File: config.mk
export PLATFORM = sky130hd
export DESIGN_NAME = windowed_variance_nod_classifier_unit
export DESIGN_NICKNAME = d
export VERILOG_FILES = /design/src/sv/wvnc_pkg.sv /design/src/sv/wvnc_axis_test.sv /design/src/sv/windowed_variance_nod_classifier_unit.sv
export SDC_FILE = /design/constraint.sdc
export NUM_CORES = 2
export LEC_CHECK = 0
export BUFFER_PORTS_ARGS = -buffer_cell sky130_fd_sc_hd__buf_2
export CAP_MARGIN = 20
export CORE_MARGIN = 2
export CORE_UTILIZATION = 37
export CTS_CLUSTER_DIAMETER = 100
export DETAILED_ROUTE_END_ITERATION = 10
export GPL_TIMING_DRIVEN = 0
export PLACE_DENSITY = 0.58
export SYNTH_ARGS = -nofsm -noshare
export SYNTH_HDL_FRONTEND = slang
export SYNTH_HIERARCHICAL = 1
export SYNTH_SLANG_ARGS = --single-unit
File: constraint.sdc
create_clock -name clk_i -period 6.4 [get_ports clk_i]
set_input_delay 1.92 -clock clk_i [delete_from_list [all_inputs] [get_ports clk_i]]
set_output_delay 1.92 -clock clk_i [all_outputs]
set_load 0.05 [all_outputs]
File: src/sv/wvnc_pkg.sv
// ----------------------------------------------------------------------------
// Windowed variance classifier package
// Shared sizes, types and codes for the windowed variance classifier.
// ----------------------------------------------------------------------------
`timescale 1ns / 1ps

package wvnc_pkg;

  localparam int unsigned WINDOW_LENGTH = 32;
  localparam int unsigned COORD_BITS    = 12;
  localparam int unsigned THR_BITS      = 24;
  localparam int unsigned CFG_IDX_BITS  = 4;

  localparam int unsigned CntW    = $clog2(WINDOW_LENGTH + 1);
  localparam int unsigned NW      = $clog2(WINDOW_LENGTH + 1);
  localparam int unsigned SumW    = COORD_BITS + $clog2(WINDOW_LENGTH);
  localparam int unsigned SqrW    = 2 * COORD_BITS;
  localparam int unsigned SumSqW  = SqrW + $clog2(WINDOW_LENGTH);
  localparam int unsigned Sum2W   = 2 * SumW;
  localparam int unsigned CmpW    = 2 * COORD_BITS + 2 * NW + THR_BITS + 1;
  localparam int unsigned RhsScale = WINDOW_LENGTH * (WINDOW_LENGTH - 1);

  typedef logic [COORD_BITS-1:0]   coord_t;
  typedef logic [CntW-1:0]         cnt_t;
  typedef logic [SumW-1:0]         sum_t;
  typedef logic [SqrW-1:0]         sqr_t;
  typedef logic [SumSqW-1:0]       sum_sq_t;
  typedef logic [Sum2W-1:0]        sum2_t;
  typedef logic [CmpW-1:0]         cmp_t;
  typedef logic [THR_BITS-1:0]     thr_t;
  typedef logic [CFG_IDX_BITS-1:0] cfg_idx_t;

  typedef enum logic [1:0] {
    VERDICT_NONE = 2'd0,
    VERDICT_NO   = 2'd1,
    VERDICT_YES  = 2'd2
  } verdict_e;

  typedef enum logic [CFG_IDX_BITS-1:0] {
    CFG_THRESHOLD_X = 4'd0,
    CFG_THRESHOLD_Y = 4'd1
  } cfg_reg_e;

  localparam thr_t ThrReset = THR_BITS'(100);

endpackage

File: src/sv/wvnc_axis_test.sv
// ----------------------------------------------------------------------------
// Axis variance test
// Registers the scaled sum of squares, the squared sum and the scaled
// threshold of one axis, then compares N*sum_sq against sum^2 + thr*N*(N-1).
// ----------------------------------------------------------------------------
`timescale 1ns / 1ps

module wvnc_axis_test (
  input  logic            clk_i,
  input  logic            load_i,
  input  wvnc_pkg::sum_t    sum_i,
  input  wvnc_pkg::sum_sq_t sum_sq_i,
  input  wvnc_pkg::thr_t    thr_i,
  output logic            exceeds_o
);
  import wvnc_pkg::*;

  cmp_t  lhs_d, lhs_q;
  sum2_t sq_d, sq_q;
  cmp_t  rhs_d, rhs_q;

  assign lhs_d = cmp_t'(sum_sq_i) * cmp_t'(WINDOW_LENGTH);
  assign sq_d  = sum2_t'(sum_i) * sum2_t'(sum_i);
  assign rhs_d = cmp_t'(thr_i) * cmp_t'(RhsScale);

  always_ff @(posedge clk_i) begin
    if (load_i) begin
      lhs_q <= lhs_d;
      sq_q  <= sq_d;
      rhs_q <= rhs_d;
    end
  end

  assign exceeds_o = lhs_q > (cmp_t'(sq_q) + rhs_q);

endmodule

File: src/sv/windowed_variance_nod_classifier_unit.sv
// ----------------------------------------------------------------------------
// Windowed variance nod classifier
// Each item passes through a four-register pipeline (input, accumulate,
// square, result) at one item per cycle while out_stall_i is low;
// stages advance into free slots.
// Reset clears the window sums, the count and all valid flags, and sets
// both thresholds to 100.
// ----------------------------------------------------------------------------
`timescale 1ns / 1ps

module windowed_variance_nod_classifier_unit (
  input  logic                  clk_i,
  input  logic                  rst_ni,
  input  logic                  in_valid_i,
  output logic                  in_stall_o,
  input  logic                  face_found_i,
  input  wvnc_pkg::coord_t      face_x_i,
  input  wvnc_pkg::coord_t      face_y_i,
  output logic                  out_valid_o,
  input  logic                  out_stall_i,
  output logic [1:0]            verdict_o,
  output logic                  window_done_o,
  input  logic                  cfg_valid_i,
  output logic                  cfg_ready_o,
  input  wvnc_pkg::cfg_idx_t    cfg_index_i,
  input  wvnc_pkg::thr_t        cfg_data_i
);
  import wvnc_pkg::*;

  thr_t thr_x_q, thr_y_q;

  logic   s1_v_q, s1_found_q;
  coord_t s1_x_q, s1_y_q;

  cnt_t    cnt_d, cnt_q;
  sum_t    acc_x_d, acc_x_q, acc_y_d, acc_y_q;
  sum_sq_t acc_sqx_d, acc_sqx_q, acc_sqy_d, acc_sqy_q;

  logic    s2_v_q, s2_last_d, s2_last_q;
  sum_t    s2_x_q, s2_y_q;
  sum_sq_t s2_sqx_q, s2_sqy_q;

  logic s3_v_q, s3_last_q;
  logic s4_v_q, s4_done_q;
  verdict_e s4_verdict_d, s4_verdict_q;

  logic s1_adv, s2_adv, s3_adv, in_acc, out_acc;
  logic ex_x, ex_y;

  sqr_t    x_sq, y_sq;
  sum_t    new_x, new_y;
  sum_sq_t new_sqx, new_sqy;
  cnt_t    new_cnt;

  assign cfg_ready_o = 1'b1;

  always_ff @(posedge clk_i or negedge rst_ni) begin
    if (!rst_ni) begin
      thr_x_q <= ThrReset;
      thr_y_q <= ThrReset;
    end else if (cfg_valid_i) begin
      case (cfg_index_i)
        CFG_THRESHOLD_X: thr_x_q <= cfg_data_i;
        CFG_THRESHOLD_Y: thr_y_q <= cfg_data_i;
        default: ;
      endcase
    end
  end

  assign out_acc    = s4_v_q && !out_stall_i;
  assign s3_adv     = s3_v_q && (!s4_v_q || !out_stall_i);
  assign s2_adv     = s2_v_q && (!s3_v_q || s3_adv);
  assign s1_adv     = s1_v_q && (!s2_v_q || s2_adv);
  assign in_stall_o = s1_v_q && !s1_adv;
  assign in_acc     = in_valid_i && !in_stall_o;

  always_ff @(posedge clk_i or negedge rst_ni) begin
    if (!rst_ni) begin
      s1_v_q <= 1'b0;
      s2_v_q <= 1'b0;
      s3_v_q <= 1'b0;
      s4_v_q <= 1'b0;
    end else begin
      if (in_acc) begin
        s1_v_q <= 1'b1;
      end else if (s1_adv) begin
        s1_v_q <= 1'b0;
      end
      if (s1_adv) begin
        s2_v_q <= 1'b1;
      end else if (s2_adv) begin
        s2_v_q <= 1'b0;
      end
      if (s2_adv) begin
        s3_v_q <= 1'b1;
      end else if (s3_adv) begin
        s3_v_q <= 1'b0;
      end
      if (s3_adv) begin
        s4_v_q <= 1'b1;
      end else if (out_acc) begin
        s4_v_q <= 1'b0;
      end
    end
  end

  always_ff @(posedge clk_i) begin
    if (in_acc) begin
      s1_found_q <= face_found_i;
      s1_x_q     <= face_x_i;
      s1_y_q     <= face_y_i;
    end
  end

  assign x_sq    = sqr_t'(s1_x_q) * sqr_t'(s1_x_q);
  assign y_sq    = sqr_t'(s1_y_q) * sqr_t'(s1_y_q);
  assign new_x   = acc_x_q + sum_t'(s1_x_q);
  assign new_y   = acc_y_q + sum_t'(s1_y_q);
  assign new_sqx = acc_sqx_q + sum_sq_t'(x_sq);
  assign new_sqy = acc_sqy_q + sum_sq_t'(y_sq);
  assign new_cnt = cnt_q + cnt_t'(1);

  always_comb begin
    cnt_d     = cnt_q;
    acc_x_d   = acc_x_q;
    acc_y_d   = acc_y_q;
    acc_sqx_d = acc_sqx_q;
    acc_sqy_d = acc_sqy_q;
    s2_last_d = 1'b0;
    if (s1_found_q) begin
      if (new_cnt == cnt_t'(WINDOW_LENGTH)) begin
        s2_last_d = 1'b1;
        cnt_d     = '0;
        acc_x_d   = '0;
        acc_y_d   = '0;
        acc_sqx_d = '0;
        acc_sqy_d = '0;
      end else begin
        cnt_d     = new_cnt;
        acc_x_d   = new_x;
        acc_y_d   = new_y;
        acc_sqx_d = new_sqx;
        acc_sqy_d = new_sqy;
      end
    end
  end

  always_ff @(posedge clk_i or negedge rst_ni) begin
    if (!rst_ni) begin
      cnt_q     <= '0;
      acc_x_q   <= '0;
      acc_y_q   <= '0;
      acc_sqx_q <= '0;
      acc_sqy_q <= '0;
      s2_last_q <= 1'b0;
      s3_last_q <= 1'b0;
    end else begin
      if (s1_adv) begin
        cnt_q     <= cnt_d;
        acc_x_q   <= acc_x_d;
        acc_y_q   <= acc_y_d;
        acc_sqx_q <= acc_sqx_d;
        acc_sqy_q <= acc_sqy_d;
        s2_last_q <= s2_last_d;
      end
      if (s2_adv) begin
        s3_last_q <= s2_last_q;
      end
    end
  end

  always_ff @(posedge clk_i) begin
    if (s1_adv) begin
      s2_x_q   <= new_x;
      s2_y_q   <= new_y;
      s2_sqx_q <= new_sqx;
      s2_sqy_q <= new_sqy;
    end
  end

  wvnc_axis_test u_axis_x (
    .clk_i     (clk_i),
    .load_i    (s2_adv),
    .sum_i     (s2_x_q),
    .sum_sq_i  (s2_sqx_q),
    .thr_i     (thr_x_q),
    .exceeds_o (ex_x)
  );

  wvnc_axis_test u_axis_y (
    .clk_i     (clk_i),
    .load_i    (s2_adv),
    .sum_i     (s2_y_q),
    .sum_sq_i  (s2_sqy_q),
    .thr_i     (thr_y_q),
    .exceeds_o (ex_y)
  );

  always_comb begin
    s4_verdict_d = VERDICT_NONE;
    if (s3_last_q) begin
      if (ex_x) begin
        s4_verdict_d = VERDICT_NO;
      end else if (ex_y) begin
        s4_verdict_d = VERDICT_YES;
      end
    end
  end

  always_ff @(posedge clk_i) begin
    if (s3_adv) begin
      s4_verdict_q <= s4_verdict_d;
      s4_done_q    <= s3_last_q;
    end
  end

  assign out_valid_o   = s4_v_q;
  assign verdict_o     = s4_verdict_q;
  assign window_done_o = s4_done_q;

endmodule
Word level (Yosys, flattened, before mapping)

Cells that the tools add are included.

Multiply operators: 6
Order comparisons: 2
Add/subtract/negate cells: 7
Bitwise operators: 1
Mux-type cells: 17
Eq/ne operators: 2
Reduce and logical (&&, ||, !) cells: 24

Operators by type and width:

| cell                                                 | number |
|---|---|
| > comparator 34 x 61 -> 1 bit                        | 2 |
| adder 34 x 34 -> 35 bit                              | 2 |
| multiplier 17 x 17 -> 34 bit                         | 2 |
| adder 29 x 24 -> 29 bit                              | 2 |
| multiplier 24 x 5 -> 29 bit (second input constant)  | 2 |
| 2-to-1 mux 29 bit                                    | 2 |
| multiplier 12 x 12 -> 24 bit                         | 2 |
| adder 17 x 12 -> 17 bit                              | 2 |
| 2-to-1 mux 17 bit                                    | 2 |
| 2-to-1 mux 1 bit                                     | 11 |
| nonzero test 2 bit                                   | 4 |
| adder 6 x 1 -> 6 bit (second input constant)         | 1 |
| equality test 6 bit (second input constant)          | 1 |
| logical AND 1 bit                                    | 6 |
| zero test 1 bit                                      | 6 |
| 2-to-1 mux 6 bit                                     | 1 |
| AND reduction 2 bit                                  | 3 |
| equality test 4 x 1 -> 1 bit (second input constant) | 1 |
| zero test 4 bit                                      | 1 |
| logical OR 1 bit                                     | 3 |
| 2-to-1 mux 2 bit                                     | 1 |
| OR reduction 2 bit                                   | 1 |
| NOT 1 bit                                            | 1 |

Bits in registers: 456
Output and inout bits: 6
Bits of input ports: 58

Longest topological paths before layout

Depth after elaboration: 12
Gate-level depth with buffers: 25
Mapped depth without buffers: 23

Modules after synthesis

Netlist, hierarchy kept.

By module, submodules not included:

| module                                | cells an instance | sequential area each (um^2) | area each (um^2) | instances |
|---|---|---|---|---|
| windowed_variance_nod_classifier_unit | 1877              | 7414.6                      | 20339.5          | 1 |
| wvnc_axis_test (u_axis_y)             | 1584              | 2732.6                      | 15875.2          | 1 |
| wvnc_axis_test (u_axis_x)             | 1559              | 2732.6                      | 15795.1          | 1 |

Worst setup path before layout

No wires, ideal clock.

Path type: input port to flip-flop
From: input out_stall_i
To: register s3_last_q
Library setup time: 0.087 ns
Arrival: 6.916 ns
Setup slack: -0.602 ns
Buffers on the path: 0
Stages: 3
Cells stage by stage: nand3_1 > and2_1 > mux2_2

Longest elaborated chain between the ends: 5

RTL lines:

| what                 | RTL line                                     | RTL |
|---|---|---|
| start, declared      | windowed_variance_nod_classifier_unit.sv:20  | `input logic out_stall_i,` |
| zero test 1 bit      | windowed_variance_nod_classifier_unit.sv:71  | `assign s3_adv = s3_v_q && (!s4_v_q \|\| !out_stall_i);` |
| logical OR 1 bit     | windowed_variance_nod_classifier_unit.sv:71  |  |
| logical AND 1 bit    | windowed_variance_nod_classifier_unit.sv:71  |  |
| logical OR 1 bit     | windowed_variance_nod_classifier_unit.sv:72  | `assign s2_adv = s2_v_q && (!s3_v_q \|\| s3_adv);` |
| logical AND 1 bit    | windowed_variance_nod_classifier_unit.sv:72  |  |
| via s2_adv           | windowed_variance_nod_classifier_unit.sv:47  | `logic s1_adv, s2_adv, s3_adv, in_acc, out_acc;` |
| end signal, assigned | windowed_variance_nod_classifier_unit.sv:167 | `s3_last_q <= s2_last_q;` |
| end, declared        | windowed_variance_nod_classifier_unit.sv:43  | `logic s3_v_q, s3_last_q;` |

The timed path passes the listed nets, and every way through them passes these cells.
A chain may end at the register's enable or synchronous reset.

Worst setup path in the final report

From: register s2_x_q[10]
To: register u_axis_x.sq_q[28], data pin

Longest elaborated chain between the ends: 1

RTL lines:

| what                         | RTL line                                     | RTL |
|---|---|---|
| start, declared              | windowed_variance_nod_classifier_unit.sv:40  | `sum_t s2_x_q, s2_y_q;` |
| start signal, assigned       | windowed_variance_nod_classifier_unit.sv:174 | `s2_x_q <= new_x;` |
| multiplier 17 x 17 -> 34 bit | wvnc_axis_test.sv:23                         | `assign sq_d = sum2_t'(sum_i) * sum2_t'(sum_i);` |
| via u_axis_x.sq_d[28]        | wvnc_axis_test.sv:19                         | `sum2_t sq_d, sq_q;` |
| end signal, assigned         | wvnc_axis_test.sv:29                         | `sq_q <= sq_d;` |
| end, declared                | wvnc_axis_test.sv:19                         |  |

The timed path passes the listed nets, and every way through them passes these cells.

==> impl_metrics.py <==
metrics = {
    "flow_run": {
        "maxCapViolCount": 0,
    },
    "clock_network": {
        "h-tree-depth": 2,
        "clk_pin_slew_ns": 0.06,
        "clkLatencyLatePin_ns": 0.64,
        "cts_root_buf": "clkbuf_16",
        "cts_hold_buf": 0,
        "max-clock-path-buffers": 3,
        "cts_tree": "built",
        "cts_num_sinks": 454,
        "cts_made_buffers": 53,
    },
    "worst_setup_path": {
        "worstPathCellList": "buf_6, and2_1, fa_1, inv_1, fa_2, inv_1, fa_2, fa_2, fa_1, inv_1, fa_1, inv_1, ha_2, a21o_1, a21o_2, a21o_1, a311o_1, a31oi_2, a21oi_2, or4_1, o2111ai_2",
        "crit_path_top_delay_cell": "fa_2",
        "crit_top_cell": "inv_1",
        "cp.arrival_ns": 6.72,
        "cp-startpoint": "s2_x_q[10]",
        "r2r_start": "s2_x_q[10]",
        "worst-setup-path-type": "flip-flop to flip-flop",
        "critPathMaxFanout": 7,
        "slowest_delay_ns": 0.55,
        "crit_buf_inv": 5,
        "cp-end-kind": "flip-flop",
        "critPathTopFamily": "adder cells",
        "worstSetupStartpointType": "flip-flop",
        "critPathRequiredTime_ns": 6.86,
    },
    "yosys": {
        "yosysTopAreaCellShare": 0.274,
        "synth-edff-count": 302,
        "syn_area_um2": 52000,
        "synthesis.nets": 6352,
        "syn_inst": 5020,
        "avgSynthCellArea_um2": 10.4,
        "synth-seq-cells": 454,
        "ys_top_cells_by_count": "1,002 x inv_1, 712 x fa_1, 562 x ha_1",
        "synth.area.top_cells": "fa_1 27%, edfxtp_1 17%, ha_1 14%",
        "yosysWarnings": 6,
        "async_reset_ff_frac": 0.335,
        "synth_most_common_cell": "inv_1",
        "ys_seq_area_frac": 0.248,
        "yosysTopAreaCell": "fa_1",
        "synth_cell_types": 103,
        "synth_ff_type": "edfxtp_1",
    },
    "placed_design": {
        "io_buffers": 62,
        "hpwl_um": 99000,
        "place_congestion": 0.863,
        "placed_cells": 6963,
        "dp_slack_ns": -0.771,
    },
    "cells_and_area": {
        "fin_cells": 7162,
        "nNetsFinal": 6573,
        "final_util": 0.418,
        "regArea_um2": 12900,
        "fill_cells": 13500,
        "drive_gt1_frac": 0.105,
        "diodes": 0,
        "multi_input_area_um2": 35400,
        "syn_to_final_growth_pct": 12.1,
    },
    "sta": {
        "fin_crit_sh": 0.979,
        "fmax_ghz": 0.160,
        "tightest_slew_ns": 1.06,
        "finalSetupViolCount": 0,
        "slew_headroom": 0.296,
        "worst_slack_ns": 0.133,
        "clock_skew_ns": 0.0366,
        "finalHoldViolCount": 0,
        "drv_slew": 0,
        "min_period_ns": 6.27,
        "rsz0062_at_grt": "yes",
    },
    "run_status": {
        "outcome": "finished clean",
    },
    "detailed_routing": {
        "vias_per_cell": 4.97,
        "ant_nets": 0,
        "drtPass1Iterations": 5,
        "via_count": 35600,
        "avgRoutedWirePerCell_um": 17.3,
        "drt-total-wl_um": 124000,
        "drc_errors": 0,
        "drtIter0Drc": 2188,
    },
    "grt": {
        "grt_pass1_wl_um": 201000,
        "grt_pass1_vias": 37100,
        "grt_max_degree": 105,
        "track_usage": 0.177,
        "grt.overflow.total": 0,
        "grt_antenna_before_repair": 2,
    },
    "die": {
        "fp.dieW_um": 379,
        "initial_core_util": 0.373,
        "core_um2": 140000,
        "die-area_um2": 144000,
        "pin_count": 64,
        "die_h_um": 379,
        "rows": 137,
    },
    "worst_hold_path": {
        "hold_path.class": "flip-flop to flip-flop",
        "hp-start": "s2_sqy_q[22]",
    },
}
==> final timing paths <==
check	endpoint	slack [ns]	cells after the start
worst min-delay path	u_axis_y/lhs_q[27]	0.40	0
max in group asynchronous	acc_sqy_q[9]	4.26	2
worst min register to register	u_axis_y/lhs_q[27]	0.40	0
worst max register to register	u_axis_x/sq_q[28]	0.13	21
min in group asynchronous	thr_x_q[4]	1.21	1
worst max-delay path	u_axis_x/sq_q[28]	0.13	21
==> cells by family (layout without fill, tap and decap cells) <==
group | Yosys count | in the layout | share of synthesized area
adder cells (fa/ha/maj) | 1274 | 1274 | 0.409
buffers and inverters | 1116 | 1382 | 0.0808
AND/OR/NAND/NOR | 1029 | 1029 | 0.0970
AO/OA/AOI/OAI | 841 | 841 | 0.111
flip-flops | 454 | 454 | 0.248
XOR/XNOR | 249 | 249 | 0.0419
multiplexers | 56 | 56 | 0.0120
other | 1 | 1 | 0.0000721
==> metal layers <==
metal / wire length [um] / vias to the layer above / share of wire / global-route usage
met5: 29 / - / 0.00023 / 0
met1: 58900 / 17800 / 0.48 / 0.257
met2: 56100 / 674 / 0.45 / 0.283
met3: 5850 / 146 / 0.047 / 0.0203
li1: - / 16900 / - / -
met4: 2750 / 4 / 0.022 / 0.0359
==> sequential cells by signal, indices dropped and copies added (netlist names), 17 cells and up <==
signal,count
acc_sqx_q,29
acc_sqy_q,29
acc_x_q,17
acc_y_q,17
s2_sqx_q,29
s2_sqy_q,29
s2_x_q,17
s2_y_q,17
thr_x_q,24
thr_y_q,24
u_axis_x/lhs_q,29
u_axis_x/rhs_q,29
u_axis_x/sq_q,33
u_axis_y/lhs_q,29
u_axis_y/rhs_q,29
u_axis_y/sq_q,33
==> layout by cell type, fill, tap and decap left out, types with 17 or more instances in the layout <==
master	Yosys	routed
nand2b_1	29	29
fa_1	712	696
a21oi_1	224	210
nor2_1	176	167
buf_4	1	93
a31oi_1	22	20
a21o_1	130	130
xnor2_1	170	169
clkbuf_2	1	20
a21oi_2	4	18
clkbuf_16	0	57
inv_1	1002	992
o21bai_1	34	34
nand2_1	367	360
a211oi_1	27	25
nor3_1	39	37
or3_1	17	17
xor2_1	79	79
nand3_1	61	58
o21ai_1	20	22
and2_1	177	165
a22o_1	56	56
edfxtp_1	302	302
clkbuf_1	101	51
buf_2	8	73
and3_1	18	18
buf_6	0	19
ha_1	562	541
o21ai_0	123	119
nor2b_1	47	47
o21a_1	38	38
nand4_1	28	28
dfrtp_1	146	146
o211ai_1	19	19
mux2_2	52	52
==> what timing repair did <==
action	CTS	global route
endpoints found under the setup margin	40	44
buffers inserted	51	50
pin swaps	6	54
endpoints found under the hold margin	0	0
gates resized for setup	109	191
gates cloned	0	1
==> stage by stage <==
step           setup TNS [ns]  area, um2  hold slack (ns)
2_1_floorplan               0      52000            0.400
3_3_place_gp           -78.64      54700            0.403
3_5_place_dp           -13.30      54800            0.405
4_1_cts              -0.00415      57400            0.396
5_1_grt                -0.276      58300            0.419
6_report                    0      58300            0.397
==> final cells by class <==
type | instances | share of cell area
Multi-Input combinational cell | 3450 | 0.608
Sequential cell | 454 | 0.221
Inverter | 1002 | 0.0648
Tap cell | 1876 | 0.0403
Clock buffer | 71 | 0.0263
Timing Repair Buffer | 168 | 0.0222
Buffer | 112 | 0.0122
Clock inverter | 29 | 0.00588
Power is left out: the tool's default activity adds up to more than one toggle a clock period on the data nets, which glitch-free logic cannot reach.
